[config.mk]
export PLATFORM = sky130hd
export DESIGN_NAME = fbcm_seq
export DESIGN_NICKNAME = d
export VERILOG_FILES = /design/src/rtl/fbcm_pkg.sv /design/src/rtl/fbcm_seq.sv
export SDC_FILE = /design/constraint.sdc
export NUM_CORES = 1
export LEC_CHECK = 0
export BUFFER_PORTS_ARGS = -buffer_cell sky130_fd_sc_hd__buf_2
export CELL_PAD_IN_SITES_DETAIL_PLACEMENT = 2
export CELL_PAD_IN_SITES_GLOBAL_PLACEMENT = 2
export CORE_ASPECT_RATIO = 1.4
export CORE_MARGIN = 5
export CORE_UTILIZATION = 25
export DETAILED_ROUTE_END_ITERATION = 10
export GPL_ROUTABILITY_DRIVEN = 0
export GPL_TIMING_DRIVEN = 0
export MAX_ROUTING_LAYER = met4
export PLACE_DENSITY_LB_ADDON = 0.1
export SLEW_MARGIN = 20
export SYNTH_ARGS = -nofsm -noshare
export SYNTH_HDL_FRONTEND = slang
export SYNTH_SLANG_ARGS = --single-unit
export TNS_END_PERCENT = 20
[constraint.sdc]
create_clock -name i_clk -period 14.8 [get_ports i_clk]
set_clock_uncertainty 0.05 [all_clocks]
set_input_delay 0.74 -clock i_clk [delete_from_list [all_inputs] [get_ports i_clk]]
set_output_delay 0.74 -clock i_clk [all_outputs]
set_load 0.01 [all_outputs]
[src/rtl/fbcm_pkg.sv]
// ----------------------------------------------------------------------------
// fbcm_pkg
// Shared types and constants of the block chain manager: command and result
// words, operation and status codes, link marks and header word indexes.
// ----------------------------------------------------------------------------
package fbcm_pkg;

    localparam int MAX_BLOCKS_DEF       = 4096;
    localparam int FIRST_DATA_BLOCK_DEF = 5;
    localparam int SECTOR_BYTES_DEF     = 8192;

    localparam int CFG_W = 13;
    localparam logic [CFG_W-1:0] TOTAL_BLOCKS_RST = 13'd64;

    localparam logic [1:0] FUNC_FORMAT = 2'd0;
    localparam logic [1:0] FUNC_ALLOC  = 2'd1;
    localparam logic [1:0] FUNC_FREE   = 2'd2;
    localparam logic [1:0] FUNC_LOCATE = 2'd3;

    localparam logic [1:0] ST_OK      = 2'd0;
    localparam logic [1:0] ST_NOSPACE = 2'd1;
    localparam logic [1:0] ST_BROKEN  = 2'd2;
    localparam logic [1:0] ST_BADREQ  = 2'd3;

    localparam logic [15:0] LINK_END  = 16'hFFFF;
    localparam logic [15:0] LINK_FREE = 16'h0000;

    localparam logic [2:0] HDR_CSUM  = 3'd1;
    localparam logic [2:0] HDR_NCSUM = 3'd2;
    localparam logic [2:0] HDR_FREE  = 3'd3;
    localparam logic [2:0] HDR_FIRST = 3'd4;

    typedef struct packed {
        logic [1:0]  func;
        logic [12:0] block_count;
        logic [11:0] start_block;
        logic [24:0] byte_offset;
        logic [25:0] span_bytes;
    } t_cmd;

    typedef struct packed {
        logic [1:0]  status;
        logic [11:0] result_block;
        logic [12:0] result_blocks;
        logic [11:0] free_blocks;
        logic [15:0] table_checksum;
        logic        unformatted;
    } t_res;

endpackage

[src/rtl/fbcm_seq.sv]
// ----------------------------------------------------------------------------
// fbcm_seq
// Operation sequencer: sweeps, scans and chain walks over the link table,
// then the checksum and free-count sweep, header update after a table write and result word.
// ----------------------------------------------------------------------------
module fbcm_seq #(
    parameter int MAX_BLOCKS       = fbcm_pkg::MAX_BLOCKS_DEF,
    parameter int FIRST_DATA_BLOCK = fbcm_pkg::FIRST_DATA_BLOCK_DEF,
    parameter int SECTOR_BYTES     = fbcm_pkg::SECTOR_BYTES_DEF
) (
    input  logic                          i_clk,
    input  logic                          i_rst_n,
    input  logic                          i_start,
    output logic                          o_busy,
    input  fbcm_pkg::t_cmd                i_cmd,
    input  logic [fbcm_pkg::CFG_W-1:0]    i_total_blocks,
    output logic                          o_done,
    output fbcm_pkg::t_res                o_res,
    output logic                          o_we,
    output logic [$clog2(MAX_BLOCKS)-1:0] o_waddr,
    output logic [15:0]                   o_wdata,
    output logic [$clog2(MAX_BLOCKS)-1:0] o_raddr,
    input  logic [15:0]                   i_rdata
);

    localparam int AW = $clog2(MAX_BLOCKS);
    localparam int PW = AW + 1;
    localparam int SB = $clog2(SECTOR_BYTES);
    localparam int NW = 28;
    localparam int KW = 29;
    localparam logic [PW-1:0] P_FIRST = PW'(FIRST_DATA_BLOCK);
    localparam logic [PW-1:0] P_LAST  = PW'(MAX_BLOCKS - 1);

    typedef enum logic [12:0] {
        S_IDLE     = 13'b0000000000001,
        S_CLEAR    = 13'b0000000000010,
        S_SCAN     = 13'b0000000000100,
        S_LINK     = 13'b0000000001000,
        S_LINK_END = 13'b0000000010000,
        S_FR_RD    = 13'b0000000100000,
        S_FR_CHK   = 13'b0000001000000,
        S_LC_RD    = 13'b0000010000000,
        S_LC_CHK   = 13'b0000100000000,
        S_SUM      = 13'b0001000000000,
        S_HDR      = 13'b0010000000000,
        S_FLAG_RD  = 13'b0100000000000,
        S_FLAG     = 13'b1000000000000
    } t_state;

    t_state         r_state, n_state;
    logic [PW-1:0]  r_ptr, n_ptr;
    logic           r_pv, n_pv;
    logic [AW-1:0]  r_pa, n_pa;
    logic [15:0]    r_fill, n_fill;
    logic           r_fmt, n_fmt;
    logic           r_hdr, n_hdr;
    logic [2:0]     r_hidx, n_hidx;
    logic [12:0]    r_want, n_want;
    logic [12:0]    r_got, n_got;
    logic           r_first, n_first;
    logic [AW-1:0]  r_prev, n_prev;
    logic [AW-1:0]  r_blk, n_blk;
    logic [AW-1:0]  r_here, n_here;
    logic [KW-1:0]  r_cnt, n_cnt;
    logic [KW-1:0]  r_hops, n_hops;
    logic [KW-1:0]  r_steps, n_steps;
    logic [NW-1:0]  r_need, n_need;
    logic [1:0]     r_status, n_status;
    logic [11:0]    r_rblock, n_rblock;
    logic [12:0]    r_rblocks, n_rblocks;
    logic [15:0]    r_xor, n_xor;
    logic [12:0]    r_free, n_free;
    logic           r_done, n_done;
    fbcm_pkg::t_res r_res, n_res;

    logic [12:0]    t_eff;
    logic [13:0]    scan_end;
    logic           stop;
    logic           issue;
    logic [NW-1:0]  need_c;
    logic [KW-1:0]  hops_c;

    function automatic logic f_in_data(input logic [15:0] x, input logic [12:0] t);
        return (x >= 16'(FIRST_DATA_BLOCK)) && (x < {3'b000, t});
    endfunction

    assign t_eff = (i_total_blocks > 13'(MAX_BLOCKS)) ? 13'(MAX_BLOCKS) : i_total_blocks;

    // byte offset split into whole sectors and the remainder; sector size is a power of two
    assign hops_c = KW'(i_cmd.byte_offset >> SB);
    assign need_c = NW'((NW'(i_cmd.byte_offset[SB-1:0]) + NW'(i_cmd.span_bytes)
                       + NW'(SECTOR_BYTES - 1)) >> SB);

    always_comb begin
        n_state   = r_state;
        n_ptr     = r_ptr;
        n_pv      = 1'b0;
        n_pa      = r_pa;
        n_fill    = r_fill;
        n_fmt     = r_fmt;
        n_hdr     = r_hdr;
        n_hidx    = r_hidx;
        n_want    = r_want;
        n_got     = r_got;
        n_first   = r_first;
        n_prev    = r_prev;
        n_blk     = r_blk;
        n_here    = r_here;
        n_cnt     = r_cnt;
        n_hops    = r_hops;
        n_steps   = r_steps;
        n_need    = r_need;
        n_status  = r_status;
        n_rblock  = r_rblock;
        n_rblocks = r_rblocks;
        n_xor     = r_xor;
        n_free    = r_free;
        n_done    = 1'b0;
        n_res     = r_res;
        o_we      = 1'b0;
        o_waddr   = r_ptr[AW-1:0];
        o_wdata   = r_fill;
        o_raddr   = r_ptr[AW-1:0];

        // streaming read front end shared by the scans and the sum sweep
        scan_end = (r_state == S_SUM) ? 14'(MAX_BLOCKS) : {1'b0, t_eff};
        stop     = ((r_state == S_SCAN) || (r_state == S_LINK)) && (r_got == r_want);
        issue    = (14'(r_ptr) < scan_end) && !stop;

        case (r_state)
            S_IDLE: begin
                if (i_start) begin
                    n_status  = fbcm_pkg::ST_OK;
                    n_rblock  = 12'd0;
                    n_rblocks = 13'd0;
                    n_cnt     = '0;
                    n_fmt     = 1'b0;
                    n_hdr     = 1'b0;
                    n_ptr     = P_FIRST;
                    n_xor     = 16'h0000;
                    n_free    = 13'd0;
                    case (i_cmd.func)
                        fbcm_pkg::FUNC_FORMAT: begin
                            n_fmt   = 1'b1;
                            n_fill  = fbcm_pkg::LINK_FREE;
                            n_ptr   = '0;
                            n_state = S_CLEAR;
                        end
                        fbcm_pkg::FUNC_ALLOC: begin
                            n_want  = (i_cmd.block_count == 13'd0) ? 13'd1 : i_cmd.block_count;
                            n_got   = 13'd0;
                            n_state = S_SCAN;
                        end
                        fbcm_pkg::FUNC_FREE: begin
                            n_rblock = i_cmd.start_block;
                            n_blk    = AW'(i_cmd.start_block);
                            if (!f_in_data({4'b0000, i_cmd.start_block}, t_eff)) begin
                                n_status = fbcm_pkg::ST_BROKEN;
                                n_state  = S_SUM;
                            end else begin
                                n_state = S_FR_RD;
                            end
                        end
                        default: begin
                            n_blk   = AW'(i_cmd.start_block);
                            n_hops  = hops_c;
                            n_need  = need_c;
                            n_steps = hops_c + KW'(need_c) - KW'(1);
                            if (i_cmd.span_bytes == 26'd0) begin
                                n_status = fbcm_pkg::ST_BADREQ;
                                n_state  = S_SUM;
                            end else if (!f_in_data({4'b0000, i_cmd.start_block}, t_eff)) begin
                                n_status = fbcm_pkg::ST_BROKEN;
                                n_state  = S_SUM;
                            end else begin
                                n_state = S_LC_RD;
                            end
                        end
                    endcase
                end
            end

            S_CLEAR: begin
                o_we    = 1'b1;
                o_waddr = r_ptr[AW-1:0];
                o_wdata = r_fill;
                if (r_ptr == P_LAST) begin
                    if (r_fmt) begin
                        n_hdr   = 1'b1;
                        n_ptr   = P_FIRST;
                        n_xor   = 16'h0000;
                        n_free  = 13'd0;
                        n_state = S_SUM;
                    end else begin
                        n_state = S_IDLE;
                    end
                end else begin
                    n_ptr = r_ptr + PW'(1);
                end
            end

            S_SCAN: begin
                if (issue) begin
                    n_pv  = 1'b1;
                    n_pa  = r_ptr[AW-1:0];
                    n_ptr = r_ptr + PW'(1);
                end
                if (r_pv && (r_got < r_want) && (i_rdata == fbcm_pkg::LINK_FREE)) begin
                    n_got = r_got + 13'd1;
                end
                if (stop || (!issue && !r_pv)) begin
                    n_pv  = 1'b0;
                    n_ptr = P_FIRST;
                    if (r_got < r_want) begin
                        n_status = fbcm_pkg::ST_NOSPACE;
                        n_xor    = 16'h0000;
                        n_free   = 13'd0;
                        n_state  = S_SUM;
                    end else begin
                        n_got   = 13'd0;
                        n_first = 1'b1;
                        n_state = S_LINK;
                    end
                end
            end

            S_LINK: begin
                if (issue) begin
                    n_pv  = 1'b1;
                    n_pa  = r_ptr[AW-1:0];
                    n_ptr = r_ptr + PW'(1);
                end
                if (r_pv && (r_got < r_want) && (i_rdata == fbcm_pkg::LINK_FREE)) begin
                    if (r_first) begin
                        n_rblock = 12'(r_pa);
                        n_first  = 1'b0;
                    end else begin
                        // link the previous free block to this one
                        o_we    = 1'b1;
                        o_waddr = r_prev;
                        o_wdata = 16'(r_pa);
                    end
                    n_prev = r_pa;
                    n_got  = r_got + 13'd1;
                end
                if (stop || (!issue && !r_pv)) begin
                    n_pv    = 1'b0;
                    n_state = S_LINK_END;
                end
            end

            S_LINK_END: begin
                o_we      = 1'b1;
                o_waddr   = r_prev;
                o_wdata   = fbcm_pkg::LINK_END;
                n_rblocks = r_want;
                n_hdr     = 1'b1;
                n_ptr     = P_FIRST;
                n_xor     = 16'h0000;
                n_free    = 13'd0;
                n_state   = S_SUM;
            end

            S_FR_RD: begin
                o_raddr = r_blk;
                n_state = S_FR_CHK;
            end

            S_FR_CHK: begin
                o_we      = 1'b1;
                o_waddr   = r_blk;
                o_wdata   = fbcm_pkg::LINK_FREE;
                n_rblocks = r_rblocks + 13'd1;
                if (i_rdata == fbcm_pkg::LINK_END) begin
                    n_hdr   = 1'b1;
                    n_state = S_SUM;
                end else if ((i_rdata == fbcm_pkg::LINK_FREE) || !f_in_data(i_rdata, t_eff)) begin
                    n_status = fbcm_pkg::ST_BROKEN;
                    n_hdr    = 1'b1;
                    n_state  = S_SUM;
                end else begin
                    n_blk   = i_rdata[AW-1:0];
                    n_state = S_FR_RD;
                end
            end

            S_LC_RD: begin
                if (r_cnt == r_hops) begin
                    n_here = r_blk;
                end
                if (r_cnt == r_steps) begin
                    n_rblock  = 12'((r_cnt == r_hops) ? r_blk : r_here);
                    n_rblocks = (r_need > NW'(13'h1FFF)) ? 13'h1FFF : r_need[12:0];
                    n_state   = S_SUM;
                end else begin
                    o_raddr = r_blk;
                    n_state = S_LC_CHK;
                end
            end

            S_LC_CHK: begin
                if ((i_rdata == fbcm_pkg::LINK_END) || (i_rdata == fbcm_pkg::LINK_FREE)
                    || !f_in_data(i_rdata, t_eff)) begin
                    n_status  = fbcm_pkg::ST_BROKEN;
                    n_rblock  = 12'd0;
                    n_rblocks = 13'd0;
                    n_state   = S_SUM;
                end else begin
                    n_blk   = i_rdata[AW-1:0];
                    n_cnt   = r_cnt + KW'(1);
                    n_state = S_LC_RD;
                end
            end

            S_SUM: begin
                if (issue) begin
                    n_pv  = 1'b1;
                    n_pa  = r_ptr[AW-1:0];
                    n_ptr = r_ptr + PW'(1);
                end
                if (r_pv) begin
                    n_xor = r_xor ^ i_rdata;
                    if ((i_rdata == fbcm_pkg::LINK_FREE) && (13'(r_pa) < t_eff)) begin
                        n_free = r_free + 13'd1;
                    end
                end
                if (!issue && !r_pv) begin
                    n_hidx  = fbcm_pkg::HDR_CSUM;
                    n_state = r_hdr ? S_HDR : S_FLAG_RD;
                end
            end

            S_HDR: begin
                o_waddr = AW'(r_hidx);
                case (r_hidx)
                    fbcm_pkg::HDR_CSUM:  o_wdata = r_xor;
                    fbcm_pkg::HDR_NCSUM: o_wdata = ~r_xor;
                    fbcm_pkg::HDR_FREE:  o_wdata = 16'(r_free);
                    default:             o_wdata = 16'(FIRST_DATA_BLOCK);
                endcase
                o_we = (5'(r_hidx) < 5'(FIRST_DATA_BLOCK))
                       && ((r_hidx != fbcm_pkg::HDR_FIRST) || r_fmt);
                if (r_hidx == fbcm_pkg::HDR_FIRST) begin
                    n_state = S_FLAG_RD;
                end else begin
                    n_hidx = r_hidx + 3'd1;
                end
            end

            S_FLAG_RD: begin
                o_raddr = '0;
                n_state = S_FLAG;
            end

            S_FLAG: begin
                n_res.status         = r_status;
                n_res.result_block   = r_rblock;
                n_res.result_blocks  = r_rblocks;
                n_res.free_blocks    = r_free[11:0];
                n_res.table_checksum = r_xor;
                n_res.unformatted    = (i_rdata == fbcm_pkg::LINK_END);
                n_done               = 1'b1;
                n_state              = S_IDLE;
            end

            default: begin
                n_state = S_IDLE;
            end
        endcase
    end

    always_ff @(posedge i_clk) begin
        if (!i_rst_n) begin
            // blank medium: sweep the whole table to the end mark
            r_state <= S_CLEAR;
            r_ptr   <= '0;
            r_pv    <= 1'b0;
            r_fill  <= fbcm_pkg::LINK_END;
            r_fmt   <= 1'b0;
            r_hdr   <= 1'b0;
            r_done  <= 1'b0;
            r_xor   <= 16'hFFFF;
            r_free  <= 13'd0;
        end else begin
            r_state <= n_state;
            r_ptr   <= n_ptr;
            r_pv    <= n_pv;
            r_fill  <= n_fill;
            r_fmt   <= n_fmt;
            r_hdr   <= n_hdr;
            r_done  <= n_done;
            r_xor   <= n_xor;
            r_free  <= n_free;
        end
    end

    always_ff @(posedge i_clk) begin
        r_pa      <= n_pa;
        r_hidx    <= n_hidx;
        r_want    <= n_want;
        r_got     <= n_got;
        r_first   <= n_first;
        r_prev    <= n_prev;
        r_blk     <= n_blk;
        r_here    <= n_here;
        r_cnt     <= n_cnt;
        r_hops    <= n_hops;
        r_steps   <= n_steps;
        r_need    <= n_need;
        r_status  <= n_status;
        r_rblock  <= n_rblock;
        r_rblocks <= n_rblocks;
        r_res     <= n_res;
    end

    assign o_busy = (r_state != S_IDLE);
    assign o_done = r_done;
    assign o_res  = r_res;

endmodule

* After elaboration in Yosys (flattened, before gate mapping)
Cells that the tools add are included.
** Word-level totals
- Bits of input ports :: 110
- Output and inout bits :: 99
- Logic and storage cells :: 271
- Bits in registers :: 321
** Operators by class
- Bitwise gates (word level) :: 3
- Multiplexer cells :: 109
- $lt $le $gt $ge :: 10
- Reductions and logical operators :: 59
- Equal/unequal tests :: 50
- Add/sub/neg operators :: 10
** Operator list (count)
- $mux 13 :: 28
- $pmux 13 s5 :: 3
- $mux 12 :: 16
- $pmux 13 s12 :: 1
- $mux 16 :: 8
- $pmux 12 s4 :: 2
- $mux 10 :: 9
- $pmux 16 s5 :: 1
- $pmux 12 s3 :: 2
- $pmux 16 s4 :: 1
- $mux 29 :: 2
- $pmux 29 s2 :: 1
- $add 13x1->13 const B :: 4
- $pmux 16 s3 :: 1
- $pmux 13 s3 :: 1
- $ne 2x2->1 const B :: 15
- $pmux 10 s3 :: 1
- $add 29x1->29 const B :: 1
- $eq 29x12->1 :: 1
- $eq 29x29->1 :: 1
- $add 27x13->28 const B :: 1
- $add 13x26->27 :: 1
- $eq 13x12->1 const B :: 2
- $logic_not 26->1 :: 1
- 64 further kinds :: 137

* Longest topological paths before layout
- Word-level depth :: 10
- Gate-level depth with buffers :: 25
- Depth with buffers taken out :: 25

* Worst setup path before layout
OpenSTA, ideal clock, no wires.
- Path kind :: flip-flop to flip-flop
- Start :: register r_state[4]
- End :: register r_res, in the netlist o_res[0], enable pin
- Path slack :: 9094 ps
- Data required time :: 14198 ps
- Cell stages (with the launch flop) :: 4
- Arrival time :: 5104 ps
- Path buffers :: 0
- Setup time :: 552 ps
- Period minus slack after synthesis :: 5706 ps
- Cell sequence :: dfxtp_1 -> nor4_4 -> nand4_1 -> nor3b_1
** Between the ends
- Cells in the longest elaborated chain, start to end :: 1
** Ends and longest elaborated chain
- start: declaration :: line fbcm_seq.sv:50 : t_state r_state, n_state;
- start signal: assignment :: line fbcm_seq.sv:385 : r_state <= n_state;
- $eq 13x13->1 :: line fbcm_seq.sv:130 : case (r_state)
- end signal: assignment :: line fbcm_seq.sv:413 : r_res <= n_res;
- end: declaration :: line fbcm_seq.sv:74 : fbcm_pkg::t_res r_res, n_res;
Every way passes these cells.
A chain may end at the register's enable or synchronous reset.

* Worst setup path after layout
- Start :: input port i_cmd[9] (netlist bit)
- End :: register r_steps[14] (data pin)
** Between the ends
- Cells in the longest elaborated chain, start to end :: 4
** Ends and longest elaborated chain
- start: declaration :: line fbcm_seq.sv:15 : input fbcm_pkg::t_cmd i_cmd,
- $add 13x26->27 :: line fbcm_seq.sv:91 : assign need_c = NW'((NW'(i_cmd.byte_offset[SB-1:0]) + NW'(i_cmd.span_bytes)
- $add 27x13->28 :: line fbcm_seq.sv:92 : + NW'(SECTOR_BYTES - 1)) >> SB);
- $add 12x15->16 :: line fbcm_seq.sv:168 : n_steps = hops_c + KW'(need_c) - KW'(1);
- $sub 16x1->17 :: line fbcm_seq.sv:168
- end signal: assignment :: line fbcm_seq.sv:408 : r_steps <= n_steps;
- end: declaration :: line fbcm_seq.sv:66 : logic [KW-1:0] r_steps, n_steps;
Every way passes these cells.

==> results_dict.tcl <==
set metrics [dict create \
    period_share_pct 40.9 \
    clk_path_buf_depth 3 \
    crit_start "i_cmd[9]" \
    reg2reg_slack_ps 10450 \
    seq_area_frac_synth_pct 47.7 \
    slowest_stage "a2111oi_0" \
    drv_slew 0 \
    synth_cells 1676 \
    min_path_type "in -> reg" \
    final-instance-count-excl-fill 2873 \
    ys_seq_elements 293 \
    endpoint_kind "register" \
    die_w_um 231 \
    worstPathArrival_ps 6270 \
    worst_slew_pin_slew_ps 906 \
    grt_pass1_vias 15800 \
    drtIter0Drc 723 \
    syn2layout_area_growth_pct 20.5 \
    yosysMostFrequentCell "edfxtp_1" \
    cts_root_buf "clkbuf_16" \
    dr.pass1.iters 5 \
    post_cts_buffers 0 \
    leakage_nw 8.10 \
    synth_flop_cell "edfxtp_1" \
    synth_common_cells "edfxtp_1 (233), nor2_1 (144), nand2_1 (143)" \
    placed_area_um2 19500 \
    rows 113 \
    max-vdd-ir-drop_v 0.0000583 \
    worstHoldStart "i_cmd[40]" \
    clkSinkCount 293 \
    cts_buffers 35 \
    cts_hold_buffers 0 \
    async_reset_ff_share_pct 0 \
    cpMostUsedCell "ha_1" \
    setup_tns_ps 0 \
    die_y_um 320 \
    critical_path.max_fanout 10 \
    grt_max_degree 30 \
    nNetsFinal 2157 \
    routed_wl_um 69500 \
    relSlewSlack_pct 39.0 \
    synth-edff-count 233 \
    fin_ws_ps 8750 \
    fin_util_pct 30.4 \
    drive_gt1_share_pct 17.6 \
    pre_cts_ws_ps 8090 \
    synth_top_area_share_pct 40.8 \
    path_delay_family "compound AO/OA/AOI/OAI gates" \
    dieArea_um2 74100 \
    drv_cap 0 \
    ys_types 89 \
    yosysWarningCount 0 \
    hold_viol 0 \
    avgSynthCellArea_um2 10.2 \
    crit_path_start_kind "primary input" \
    grt_antenna_before_repair 3 \
    path_cells "buf_2, inv_1, ha_1, inv_1, ha_1, a2111oi_0, o21ai_0, a41o_1, a31o_2, a31o_2, clkbuf_1, nand2_1, xor2_1, ha_1, inv_1, ha_1, a21o_1, a21oi_1, o21a_1, o31ai_1, or4_1, a31oi_1, o21bai_1, xnor2_1" \
    timing.rr.start "r_got[4]$_SDFFCE_PP0P_" \
    gr-total-overflow 0 \
    synth_area_leaders "edfxtp_1 (41%), ha_1 (8.7%), dfxtp_1 (7.0%)" \
    rsz0062_at_grt "no" \
    critPathMaxStageDelay_ps 530 \
    syn_nets 1906 \
    cts_tree "done" \
    ctsResizeCount 0 \
    dp_hpwl_um 55900 \
    route.detailed.drc 0 \
    power_density_nw_per_um2 106 \
    io_buffers 205 \
    timing.final.crit_period_ps 6050 \
    status "complete, no violations" \
    num_io_pins 209 \
    syn-cell-area_um2 17200 \
    grt_pass1_wl_um 102000 \
    place_inst 2810 \
    clk_pin_slew_ps 60 \
    fmax_mhz 165 \
    crit_type "in -> reg" \
    avgRoutedWirePerCell_um 24.2 \
    core-area_um2 68000 \
    hold_ws_ps 355 \
    setup_viol 0 \
    cp_data_required_time_ps 15020 \
    cts_max_level 2 \
    final_antenna_net_count 0 \
    vias_per_cell 4.97 \
    initial_core_util_pct 25.2 \
    grt_usage_pct 18.8 \
    timing.critical_path.buf_inv 5 \
    fin_area_um2 20700 \
    vias 14300 \
    synth_top_area_cell "edfxtp_1" \
    power_mw 2.19 \
    clk_latency_ps 540 \
]
[worst register-to-register path, stage by stage, from the launching register on]
cell      delay [ps]
edfxtp_1         520
ha_1             370
nand3_1          100
o21bai_1         120
a31oi_1          150
o32a_1           520
nor2_1           640
nand2_1          170
inv_1            510
a211oi_1         190
nor2_2           630
[cell type report]
type / count / area (µm²)
clock inverter: 17 / 211
buffer: 73 / 307
timing repair buffer: 214 / 1110
sequential: 293 / 8200
antenna: 3 / 7.51
multi-input combinational: 1170 / 8190
tap: 920 / 1150
inverter: 140 / 526
clock buffer: 43 / 990
fill: 7474 / 47300
[cells in the final DEF (no fill, tap or decap), types with 20 or more instances in the layout]
cell,Yosys,layout
xnor2_1,65,65
o21ai_0,49,49
buf_2,9,214
a21o_1,27,27
nand2_1,143,142
and3_1,20,20
nor4_1,28,28
a21oi_1,78,78
nor2_1,144,140
xor2_1,55,55
inv_1,140,140
edfxtp_1,233,233
o21ai_1,23,23
nand4_1,49,49
nor3_1,30,29
dfxtp_1,60,60
clkbuf_16,0,38
nand3_1,52,52
a22o_1,22,22
ha_1,119,119
clkbuf_1,56,58
[kinds of logic (layout without fill, tap and decap cells)]
logic type / Yosys count / after routing / synth area share, %
xor gates and xnor gates: 120 / 120 / 6.12
buffers and inverters: 213 / 487 / 4.84
adders and majority gates: 120 / 120 / 8.79
DFF: 293 / 293 / 47.7
and+or+nand+nor: 570 / 570 / 17.2
AOI/OAI and AO/OA: 345 / 345 / 14.4
muxes: 15 / 15 / 0.962
other: 0 / 3 / 0
[flip-flops by register name, indices dropped and copies added, names as in the netlist, 2 cells and up]
name,count
o_res,56
r_blk,12
r_cnt,29
r_free,13
r_got,13
r_here,12
r_hidx,3
r_hops,12
r_need,14
r_pa,12
r_prev,12
r_ptr,13
r_rblock,12
r_rblocks,13
r_state,13
r_status,2
r_steps,17
r_want,13
r_xor,16
[power breakdown]
group	switching (mW)	total (mW)	internal (mW)	leakage [nW]
clock	0.360	0.921	0.561	0.591
combinational	0.192	0.317	0.125	4.90
sequential	0.0378	0.948	0.910	2.61
total	0.589	2.19	1.60	8.10
[path summary, 6_finish.rpt]
check / depth (start not counted) / end
worst max-delay path: 24 / r_steps[14]$_DFFE_PP_
worst min-delay path: 1 / r_hops[1]$_DFFE_PP_
worst max register to register: 10 / r_rblock[4]$_DFFE_PP_
worst min register to register: 0 / o_res[46]$_DFFE_PP_
[layer usage]
| metal | GRT usage (%) | vias up | routed length (µm) |
|---|---|---|---|
| met3 | 2.47 | 94 | 2440 |
| met5 | - | - | 0 |
| li1 | - | 6674 | - |
| met1 | 19.7 | 7220 | 26300 |
| met2 | 36.3 | 293 | 38600 |
| met4 | 5.42 | 0 | 2120 |
Note: power is estimated with default switching activity, not from simulation.
